--- src/design/lud_pkg.sv ---
`timescale 1ns / 1ps
// lud_pkg: shared types, constants and the lead byte decoder for the
// lenient utf-8 decoder. Depends on nothing.

package lud_pkg;

   localparam int CpWidth   = 31;
   localparam int RemWidth  = 3;
   localparam int ContBits  = 6;
   localparam int LeadBits  = 5;
   localparam logic [RemWidth-1:0] MaxCont = 3'd5;

   // decoder state carried between bytes
   typedef struct packed {
      logic [CpWidth-1:0]  partial_value;
      logic [RemWidth-1:0] bytes_remaining;
   } state_type;

   // one result transaction
   typedef struct packed {
      logic [CpWidth-1:0] code_point;
      logic               stray_byte;
      logic               truncated;
      logic               last_of_string;
   } result_type;

   // what a byte means when no sequence is open
   typedef struct packed {
      logic                is_lead;
      logic [LeadBits-1:0] payload;
      logic [RemWidth-1:0] count;
   } lead_type;

   // classify a lead byte of the 2- to 6-byte forms
   function automatic lead_type lead_decode(input logic [7:0] b);
      lead_type l;
      l = '0;
      unique case (b) inside
         8'b110?????: begin
            l.is_lead = 1'b1;
            l.payload = b[4:0];
            l.count   = 3'd1;
         end
         8'b1110????: begin
            l.is_lead = 1'b1;
            l.payload = {1'b0, b[3:0]};
            l.count   = 3'd2;
         end
         8'b11110???: begin
            l.is_lead = 1'b1;
            l.payload = {2'b00, b[2:0]};
            l.count   = 3'd3;
         end
         8'b111110??: begin
            l.is_lead = 1'b1;
            l.payload = {3'b000, b[1:0]};
            l.count   = 3'd4;
         end
         8'b1111110?: begin
            l.is_lead = 1'b1;
            l.payload = {4'b0000, b[0]};
            l.count   = MaxCont;
         end
         default: begin
            l = '0;
         end
      endcase
      return l;
   endfunction

endpackage

--- src/design/lenient_utf8_decoder_top.sv ---
`timescale 1ns / 1ps
// lenient_utf8_decoder_top: input register, decode state and result register
// of the lenient utf-8 decoder. Depends on lud_pkg, lud_decode, lud_out_reg.
//
// Usage: one byte of a string enters per req transaction, with
// req_end_of_string on the final byte. Each rsp transaction carries one
// decoded code point with its stray, truncated and last flags. Lead bytes
// and inner continuation bytes not marked end of string give no rsp
// transaction; every byte marked end of string gives exactly one, and the
// decoder is idle after it. An accepted byte waits in the input register,
// and its result is registered in the result register after the decode step.
// Throughput: one byte per cycle while the receiver does not stall, with
// the single combinational decode step between the two registers.
// Reset clears the decode state and the valid bits of the input register
// and the result register; no transaction is pending afterwards.
// When the receiver stalls, the result is held; one more byte waits in the
// input register, and bytes that give no result keep flowing until a byte
// that needs the occupied result register arrives, then req_stall rises.

module lenient_utf8_decoder_top (
   input  logic        clock,
   input  logic        reset,
   input  logic        req_valid,
   output logic        req_stall,
   input  logic [7:0]  req_data_byte,
   input  logic        req_end_of_string,
   output logic        rsp_valid,
   input  logic        rsp_stall,
   output logic [30:0] rsp_code_point,
   output logic        rsp_stray_byte,
   output logic        rsp_truncated,
   output logic        rsp_last_of_string
);

   logic                in_vld_ff;
   logic                in_vld_in;
   logic [7:0]          in_byte_ff;
   logic                in_eos_ff;
   lud_pkg::state_type  state_ff;
   lud_pkg::state_type  state_next;
   logic                res_valid;
   lud_pkg::result_type res;
   lud_pkg::result_type rsp_data;
   logic                slot_free;
   logic                advance;
   logic                req_take;

   // held byte leaves when it needs no result slot or the slot is free
   assign advance   = in_vld_ff && (!res_valid || slot_free);
   assign req_stall = in_vld_ff && !advance;
   assign req_take  = req_valid && !req_stall;

   // input register
   always_comb begin
      in_vld_in = in_vld_ff;
      if (req_take) begin
         in_vld_in = 1'b1;
      end else if (advance) begin
         in_vld_in = 1'b0;
      end
   end

   always_ff @(posedge clock) begin
      if (reset) begin
         in_vld_ff <= 1'b0;
      end else begin
         in_vld_ff <= in_vld_in;
      end
   end

   always_ff @(posedge clock) begin
      if (req_take) begin
         in_byte_ff <= req_data_byte;
         in_eos_ff  <= req_end_of_string;
      end
   end

   // decode step
   lud_decode u_decode (
      .state         (state_ff),
      .data_byte     (in_byte_ff),
      .end_of_string (in_eos_ff),
      .state_next    (state_next),
      .result_valid  (res_valid),
      .result        (res)
   );

   // accumulator and remaining count
   always_ff @(posedge clock) begin
      if (reset) begin
         state_ff <= '0;
      end else if (advance) begin
         state_ff <= state_next;
      end
   end

   // result register
   lud_out_reg u_out_reg (
      .clock     (clock),
      .reset     (reset),
      .push      (in_vld_ff && res_valid),
      .push_data (res),
      .slot_free (slot_free),
      .rsp_valid (rsp_valid),
      .rsp_stall (rsp_stall),
      .rsp_data  (rsp_data)
   );

   assign rsp_code_point     = rsp_data.code_point;
   assign rsp_stray_byte     = rsp_data.stray_byte;
   assign rsp_truncated      = rsp_data.truncated;
   assign rsp_last_of_string = rsp_data.last_of_string;

`ifndef SYNTHESIS
   // a byte that ends the string leaves the decoder idle
   assert property (@(posedge clock) disable iff (reset)
      advance && in_eos_ff |=> state_ff.bytes_remaining == '0)
      else $error("decoder not idle after end of string");

   // no more continuations pending than the longest form allows
   assert property (@(posedge clock) disable iff (reset)
      state_ff.bytes_remaining <= lud_pkg::MaxCont)
      else $error("remaining count out of range");

   // a truncated sequence is always the end of its string and never a stray byte
   assert property (@(posedge clock) disable iff (reset)
      rsp_valid && rsp_truncated |-> rsp_last_of_string && !rsp_stray_byte)
      else $error("truncated result without end of string");

   // a byte whose result finds the register busy is held back
   assert property (@(posedge clock) disable iff (reset)
      in_vld_ff && res_valid && !slot_free |=> in_vld_ff && $stable(in_byte_ff))
      else $error("held byte lost while result register busy");
`endif

endmodule

--- src/design/lud_decode.sv ---
`timescale 1ns / 1ps
// lud_decode: one decode step, from the current state and one byte to the
// next state and an optional result. Depends on lud_pkg.

module lud_decode (
   input  lud_pkg::state_type  state,
   input  logic [7:0]          data_byte,
   input  logic                end_of_string,
   output lud_pkg::state_type  state_next,
   output logic                result_valid,
   output lud_pkg::result_type result
);

   lud_pkg::lead_type              lead;
   logic [lud_pkg::CpWidth-1:0]    appended;
   logic [lud_pkg::RemWidth-1:0]   rem_dec;
   logic [lud_pkg::CpWidth-1:0]    lead_value;

   assign lead       = lud_pkg::lead_decode(data_byte);
   assign appended   = {state.partial_value[lud_pkg::CpWidth-lud_pkg::ContBits-1:0],
                        data_byte[lud_pkg::ContBits-1:0]};
   assign rem_dec    = state.bytes_remaining - 3'd1;
   assign lead_value = {{(lud_pkg::CpWidth-lud_pkg::LeadBits){1'b0}}, lead.payload};

   // step the accumulator
   always_comb begin
      state_next   = state;
      result_valid = 1'b0;
      result       = '0;
      if (state.bytes_remaining != '0) begin
         // continuation, top bits ignored
         if (rem_dec == '0) begin
            result_valid          = 1'b1;
            result.code_point     = appended;
            result.last_of_string = end_of_string;
            state_next            = '0;
         end else if (end_of_string) begin
            result_valid          = 1'b1;
            result.code_point     = appended;
            result.truncated      = 1'b1;
            result.last_of_string = 1'b1;
            state_next            = '0;
         end else begin
            state_next.partial_value   = appended;
            state_next.bytes_remaining = rem_dec;
         end
      end else if (!data_byte[7]) begin
         // plain ascii
         result_valid          = 1'b1;
         result.code_point     = {{(lud_pkg::CpWidth-8){1'b0}}, data_byte};
         result.last_of_string = end_of_string;
      end else if (lead.is_lead) begin
         if (end_of_string) begin
            result_valid          = 1'b1;
            result.code_point     = lead_value;
            result.truncated      = 1'b1;
            result.last_of_string = 1'b1;
            state_next            = '0;
         end else begin
            state_next.partial_value   = lead_value;
            state_next.bytes_remaining = lead.count;
         end
      end else begin
         // stray byte passed through raw
         result_valid          = 1'b1;
         result.code_point     = {{(lud_pkg::CpWidth-8){1'b0}}, data_byte};
         result.stray_byte     = 1'b1;
         result.last_of_string = end_of_string;
      end
   end

endmodule

--- src/design/lud_out_reg.sv ---
`timescale 1ns / 1ps
// lud_out_reg: result register of the decoder, holds a transaction while
// the receiver stalls. Depends on lud_pkg.

module lud_out_reg (
   input  logic                clock,
   input  logic                reset,
   input  logic                push,
   input  lud_pkg::result_type push_data,
   output logic                slot_free,
   output logic                rsp_valid,
   input  logic                rsp_stall,
   output lud_pkg::result_type rsp_data
);

   logic                vld_ff;
   logic                vld_in;
   lud_pkg::result_type data_ff;

   // slot opens when empty or when the held transaction leaves this cycle
   assign slot_free = !vld_ff || !rsp_stall;

   always_comb begin
      vld_in = vld_ff;
      if (push && slot_free) begin
         vld_in = 1'b1;
      end else if (!rsp_stall) begin
         vld_in = 1'b0;
      end
   end

   always_ff @(posedge clock) begin
      if (reset) begin
         vld_ff <= 1'b0;
      end else begin
         vld_ff <= vld_in;
      end
   end

   // payload loads only into a free slot
   always_ff @(posedge clock) begin
      if (push && slot_free) begin
         data_ff <= push_data;
      end
   end

   assign rsp_valid = vld_ff;
   assign rsp_data  = data_ff;

endmodule
--- config.mk ---
export PLATFORM = sky130hd
export DESIGN_NAME = lenient_utf8_decoder_top
export DESIGN_NICKNAME = d
export VERILOG_FILES = /design/src/design/lud_pkg.sv /design/src/design/lenient_utf8_decoder_top.sv /design/src/design/lud_decode.sv /design/src/design/lud_out_reg.sv
export SDC_FILE = /design/constraint.sdc
export NUM_CORES = 1
export LEC_CHECK = 0
export ABC_AREA = 0
export BUFFER_PORTS_ARGS = -buffer_cell sky130_fd_sc_hd__buf_2
export CAP_MARGIN = 20
export CORE_MARGIN = 1
export CORE_UTILIZATION = 45
export DETAILED_ROUTE_END_ITERATION = 16
export GPL_TIMING_DRIVEN = 1
export PLACE_DENSITY_LB_ADDON = 0.3
export SLEW_MARGIN = 20
export SYNTH_ARGS = -nofsm -noshare
export SYNTH_HDL_FRONTEND = slang
export SYNTH_SLANG_ARGS = --single-unit
export TNS_END_PERCENT = 50
--- constraint.sdc ---
create_clock -name clock -period 4.2 [get_ports clock]
set_input_delay 0 -clock clock [delete_from_list [all_inputs] [get_ports clock]]
set_output_delay 0 -clock clock [all_outputs]
set_load 0.01 [all_outputs]
# Word level (Yosys, flattened, before mapping)
# Index checks and enable logic that the tools add are counted.
[word_totals]
regBits = 73
input_bits = 13
out_inout_bits = 36
wordCells = 68
[op_classes]
addsub = 1
n_eq_ne = 6
muxes = 31
n_bitwise = 1
n_reduce_logical = 19
[op_table]
columns = ["operator", "n"]
rows = [
  ["31-bit two-way mux", 5],
  ["28-bit two-way mux", 5],
  ["9-bit case mux with 5 select lines", 1],
  ["1-bit two-way mux", 16],
  ["8-bit two-way mux", 1],
  ["7-bit equality test, second input constant", 1],
  ["6-bit equality test, second input constant", 1],
  ["2-bit nonzero test", 3],
  ["5-bit equality test, second input constant", 1],
  ["1-bit logical AND", 5],
  ["1-bit zero test", 5],
  ["5-bit two-way mux", 1],
  ["4-bit equality test, second input constant", 1],
  ["2-bit two-way mux", 2],
  ["3-bit equality test, second input constant", 1],
  ["3-bit zero test", 1],
  ["3-bit AND reduction", 1],
  ["3-bit nonzero test", 1],
  ["3-bit by 1-bit subtractor with 3-bit output, second input constant", 1],
  ["1-bit logical OR", 2],
  ["2-bit by 1-bit != test with 1-bit output, second input constant", 1],
  ["2-bit OR reduction", 1],
  ["1-bit inverter", 1],
]

# Depth between registers and ports, before layout
[depth]
word_depth = 13
mapped_depth = 9
mapped_depth_nobuf = 7

# Hierarchy
# A second synthesis with hierarchy kept.
[unflattened]
hier_cells = 343
area_unflattened_um2 = 3937.5
[modules_own_cells]
columns = ["mod", "instances", "cells_per_inst", "area_per_inst_um2", "seq_area_each_um2"]
rows = [
  ["lenient_utf8_decoder_top", 1, 164, 1888.1, 970.9],
  ["lud_out_reg", 1, 39, 1059.8, 1041.0],
  ["lud_decode", 1, 140, 989.7, 0.0],
]

# Least setup slack after synthesis
# No wires, ideal clock.
[synth_path]
path_kind = "register to register"
from = "reg state_ff[0] (netlist bit)"
to = "reg u_out_reg.data_ff (netlist bit u_out_reg.rsp_data[0]) (enable)"
setup_ns = 0.437
t_arrival_ns = 3.034
t_required_ns = 3.763
setup_slack_ns = 0.730
stages_incl_launch_ff = 9
path_buffers = 1
period_less_slack_ns = 3.470
cell_sequence = "dfxtp_1 -> inv_1 -> ha_1 -> buf_4 -> nor2b_1 -> o21ai_2 -> a21oi_1 -> nand2_1 -> a21oi_1"
[synth_between]
elab_chain_cells = 6
word_cells_on_any_way = 7
cone_classes = "add/sub (1); mux (2); reduce/logical (4)"
[synth_rtl]
columns = ["element", "line", "source"]
rows = [
  ["from (decl)", "lenient_utf8_decoder_top.sv:39", "lud_pkg::state_type state_ff;"],
  ["from (signal assigned)", "lenient_utf8_decoder_top.sv:93", "state_ff <= state_next;"],
  ["3-bit by 1-bit subtractor with 3-bit output", "lud_decode.sv:22", "assign rem_dec = state.bytes_remaining - 3'd1;"],
  ["3-bit zero test", "lud_decode.sv:32", "if (rem_dec == '0) begin"],
  ["1-bit two-way mux", "lud_decode.sv:32", ""],
  ["1-bit two-way mux (*)", "lud_decode.sv:30", "if (state.bytes_remaining != '0) begin"],
  ["1-bit logical AND (*)", "lenient_utf8_decoder_top.sv:101", ".push (in_vld_ff && res_valid),"],
  ["1-bit logical AND (*)", "lud_out_reg.sv:42", "if (push && slot_free) begin"],
  ["to (signal assigned)", "lud_out_reg.sv:43", "data_ff <= push_data;"],
  ["to (decl)", "lud_out_reg.sv:18", "lud_pkg::result_type data_ff;"],
]
# Mark *: on every way between the ends. The rest lies on a longest branch, timed or not.
# A chain may end at the register's enable or synchronous reset.

# Final worst setup path
[layout_path]
from = "reg state_ff[0] (netlist bit)"
to = "reg u_out_reg.data_ff (netlist bit u_out_reg.rsp_data[21]) (enable)"
# The elaborated chain is that of the path after synthesis.

==> run metrics <==
I/O Buffers 48; syn avg cell area around 11 µm²; postcts setup bufs 0; CP arrival 2.68 ns; initial antenna violation count 0; clk slew on worst S/H paths roughly 0.080 ns; Final setup viols 0; pin count of the biggest net entering global routing 35; antenna-violating nets left 0; Hold Crit Class in2reg; Die X 85.9 µm; TritonCTS clock tree done; P&R area growth vs syn 19.9%; DR vias about 2300; 1st-iter DRT viols approximately 130; Synth Cell Area 0.00317 mm²; Synth top cells by count edfxtp_1 (43), nand2_1 (36), dfxtp_1 (30); detailed placement HPWL ~4.1 mm; fraction of registers with async set/reset 0%; IO Pins just under 50; setup TNS 0 ns; delay of the slowest critical-path stage between 0.5 and 0.6 ns; cell area power density ~390 mW/mm²; routed vias/inst 5.25; CP Launch Type flip-flop; RSZ-0062 raised after global routing false; layout cell share with drive strength beyond 1 24.9%; critical path endpoint category flip-flop; Req. time, crit path 4.27 ns; later-pin clock latency in the skew report 0.36 ns; die height 85.9 µm; worst path cell trace inv_1 -> ha_1 -> nor2b_1 -> o21ai_2 -> a21oi_1 -> nand2_1 -> a21oi_4 -> buf_16; first-pass GRT wire length 10.4 mm; ANT cells 0; fin. max-slew vios 0; cells after synthesis 280; initial core utilization 46.6%; Yosys top cell by area edfxtp_1; Die ar. 0.00738 mm²; Detailed Routing Iterations Pass 1 5; Rows 30; Least-Margin Pin Slew 0.825 ns; grt ovf 0; total core area 0.00679 mm²; CTS resizes 0; Leakage 1.44 nW; Total Wirelength 6.34 mm; post-synth top area share around two fifths; library cells used by synthesis 52; Post-synth EDFFs 43; crit path max-delay cell type a21oi_4; worst-path fanout max 18; register bit total from synthesis 73; vias in the first global route 2118; Rel. slew slack 45.0%; final hold violations 0; Area contributors post-synth edfxtp_1 (41%), dfxtp_1 (19%), and2_1 (4.9%); Global Route Usage Sum approximately a fifth; CP delay by family, top compound AO/OA/AOI/OAI gates; Buf+Inv Stages, Crit Path 2; most common cell in the netlist edfxtp_1; main flop type after synthesis edfxtp_1; Final Util 55.9%; H-Tree Level Count 3; Ys Warns 0; skew final 0.00942 ns; GP Congestion between 0.8 and 0.9; MaxCap Viol Count 0; sequential area share after synthesis about three fifths; final instance area approximately 0.0038 mm²; CP Class reg2reg; CTS hold repair buffers 10; Clock Path Buffers 2; nets between 300 and 400; # DRC 0; CTS buffer count 9; VDD IR-drop max around 0.00024 V; CTS sink cnt 73; part of the cycle the worst path needs 62.1%; fmax between 300 and 400 MHz; CTS root buffer clkbuf_8; dpl cell area 0.00346 mm²; Tmin final 2.61 ns; WL/cell approximately 14 µm; syn nets 296; outcome complete, no violations
==> logic make-up after synthesis <==
kind of cell / synth area share [%]
AOI/OAI and AO/OA: 14.7
xor gates and xnor gates: 0.277
adders and majority gates: 1.18
buffers and inverters: 3.79
DFF: 59.7
muxes: 1.30
and+or+nand+nor: 19.0
==> state kept, by name (all words and copies together) (netlist names) <==
register,cells
in_vld_ff,1
in_byte_ff,8
state_ff,28
u_out_reg.rsp_data,34
u_out_reg.rsp_valid,1
in_eos_ff,1
==> final cells by class <==
cell class	instances	area [µm²]
clock inverters	7	77.6
clock buffers	9	124
well taps	96	120
multi-input cells	183	1170
flip-flops and latches	73	1890
repair buffers	60	375
fillers	592	2990
inverters	10	37.5
==> metrics by stage <==
step,std cells,hold slack [ns],power [mW],setup WS [ns]
6_report,438,0.0162,1.47,1.59
5_1_grt,438,0.0377,1.52,1.40
4_1_cts,437,0.00837,1.48,1.39
3_5_place_dp,411,0.179,0.917,1.41
3_3_place_gp,411,0.177,0.916,1.52
2_1_floorplan,280,0.0989,0.880,0.730
==> cell usage in the layout (no fill, tap or decap), drive strengths merged, types with 2 or more instances in the layout <==
cell type / n
o21a: 2
and2: 25
clkbuf: 9
nand3: 4
and3: 3
nor2: 11
clkinv: 3
buf: 50
ha: 3
a21oi: 16
edfxtp: 43
mux2: 3
o21ai: 27
a211oi: 3
nand4: 21
dlygate4sd3: 10
inv: 12
a311oi: 3
dfxtp: 30
nor2b: 5
nand2: 37
==> worst paths after layout <==
path / from / endpoint / slack (ns) / cells past startpoint
setup / recovery: state_ff[0]$_SDFFE_PP0P_ / u_out_reg.rsp_data[21]$_SDFFCE_PP0P_ / 1.59 / 8
hold / removal: rsp_stall / in_vld_ff$_SDFFE_PP0P_ / 0.02 / 3
setup reg to reg: state_ff[0]$_SDFFE_PP0P_ / u_out_reg.rsp_data[21]$_SDFFCE_PP0P_ / 1.59 / 8
hold reg to reg: state_ff[25]$_SDFFE_PP0P_ / state_ff[25]$_SDFFE_PP0P_ / 0.45 / 2
==> metal layers <==
layer  routed length (µm)  track usage [%]  vias up
met4                  140             8.18        0
met5                    0                0        -
li1                     -                -     1131
met3                  345             5.97       11
met1                 2840             24.1     1091
met2                 3020             29.0       65
==> where the power goes <==
part / internal [mW] / switching [mW] / leakage (nW) / total (mW)
Sequential: 0.781 / 0.0137 / 0.654 / 0.795
Clock: 0.279 / 0.281 / 0.100 / 0.560
Combinational: 0.0439 / 0.0727 / 0.687 / 0.117
Total: 1.10 / 0.367 / 1.44 / 1.47
==> worst register-to-register path, stage by stage, from the launching register on <==
cell and delay, ns:
dfxtp_1 0.38, inv_1 0.08, ha_1 0.30, nor2b_1 0.21, o21ai_2 0.14, a21oi_1 0.27
nand2_1 0.15, a21oi_4 0.54, buf_16 0.23
Power figures use the tool's default switching activity.
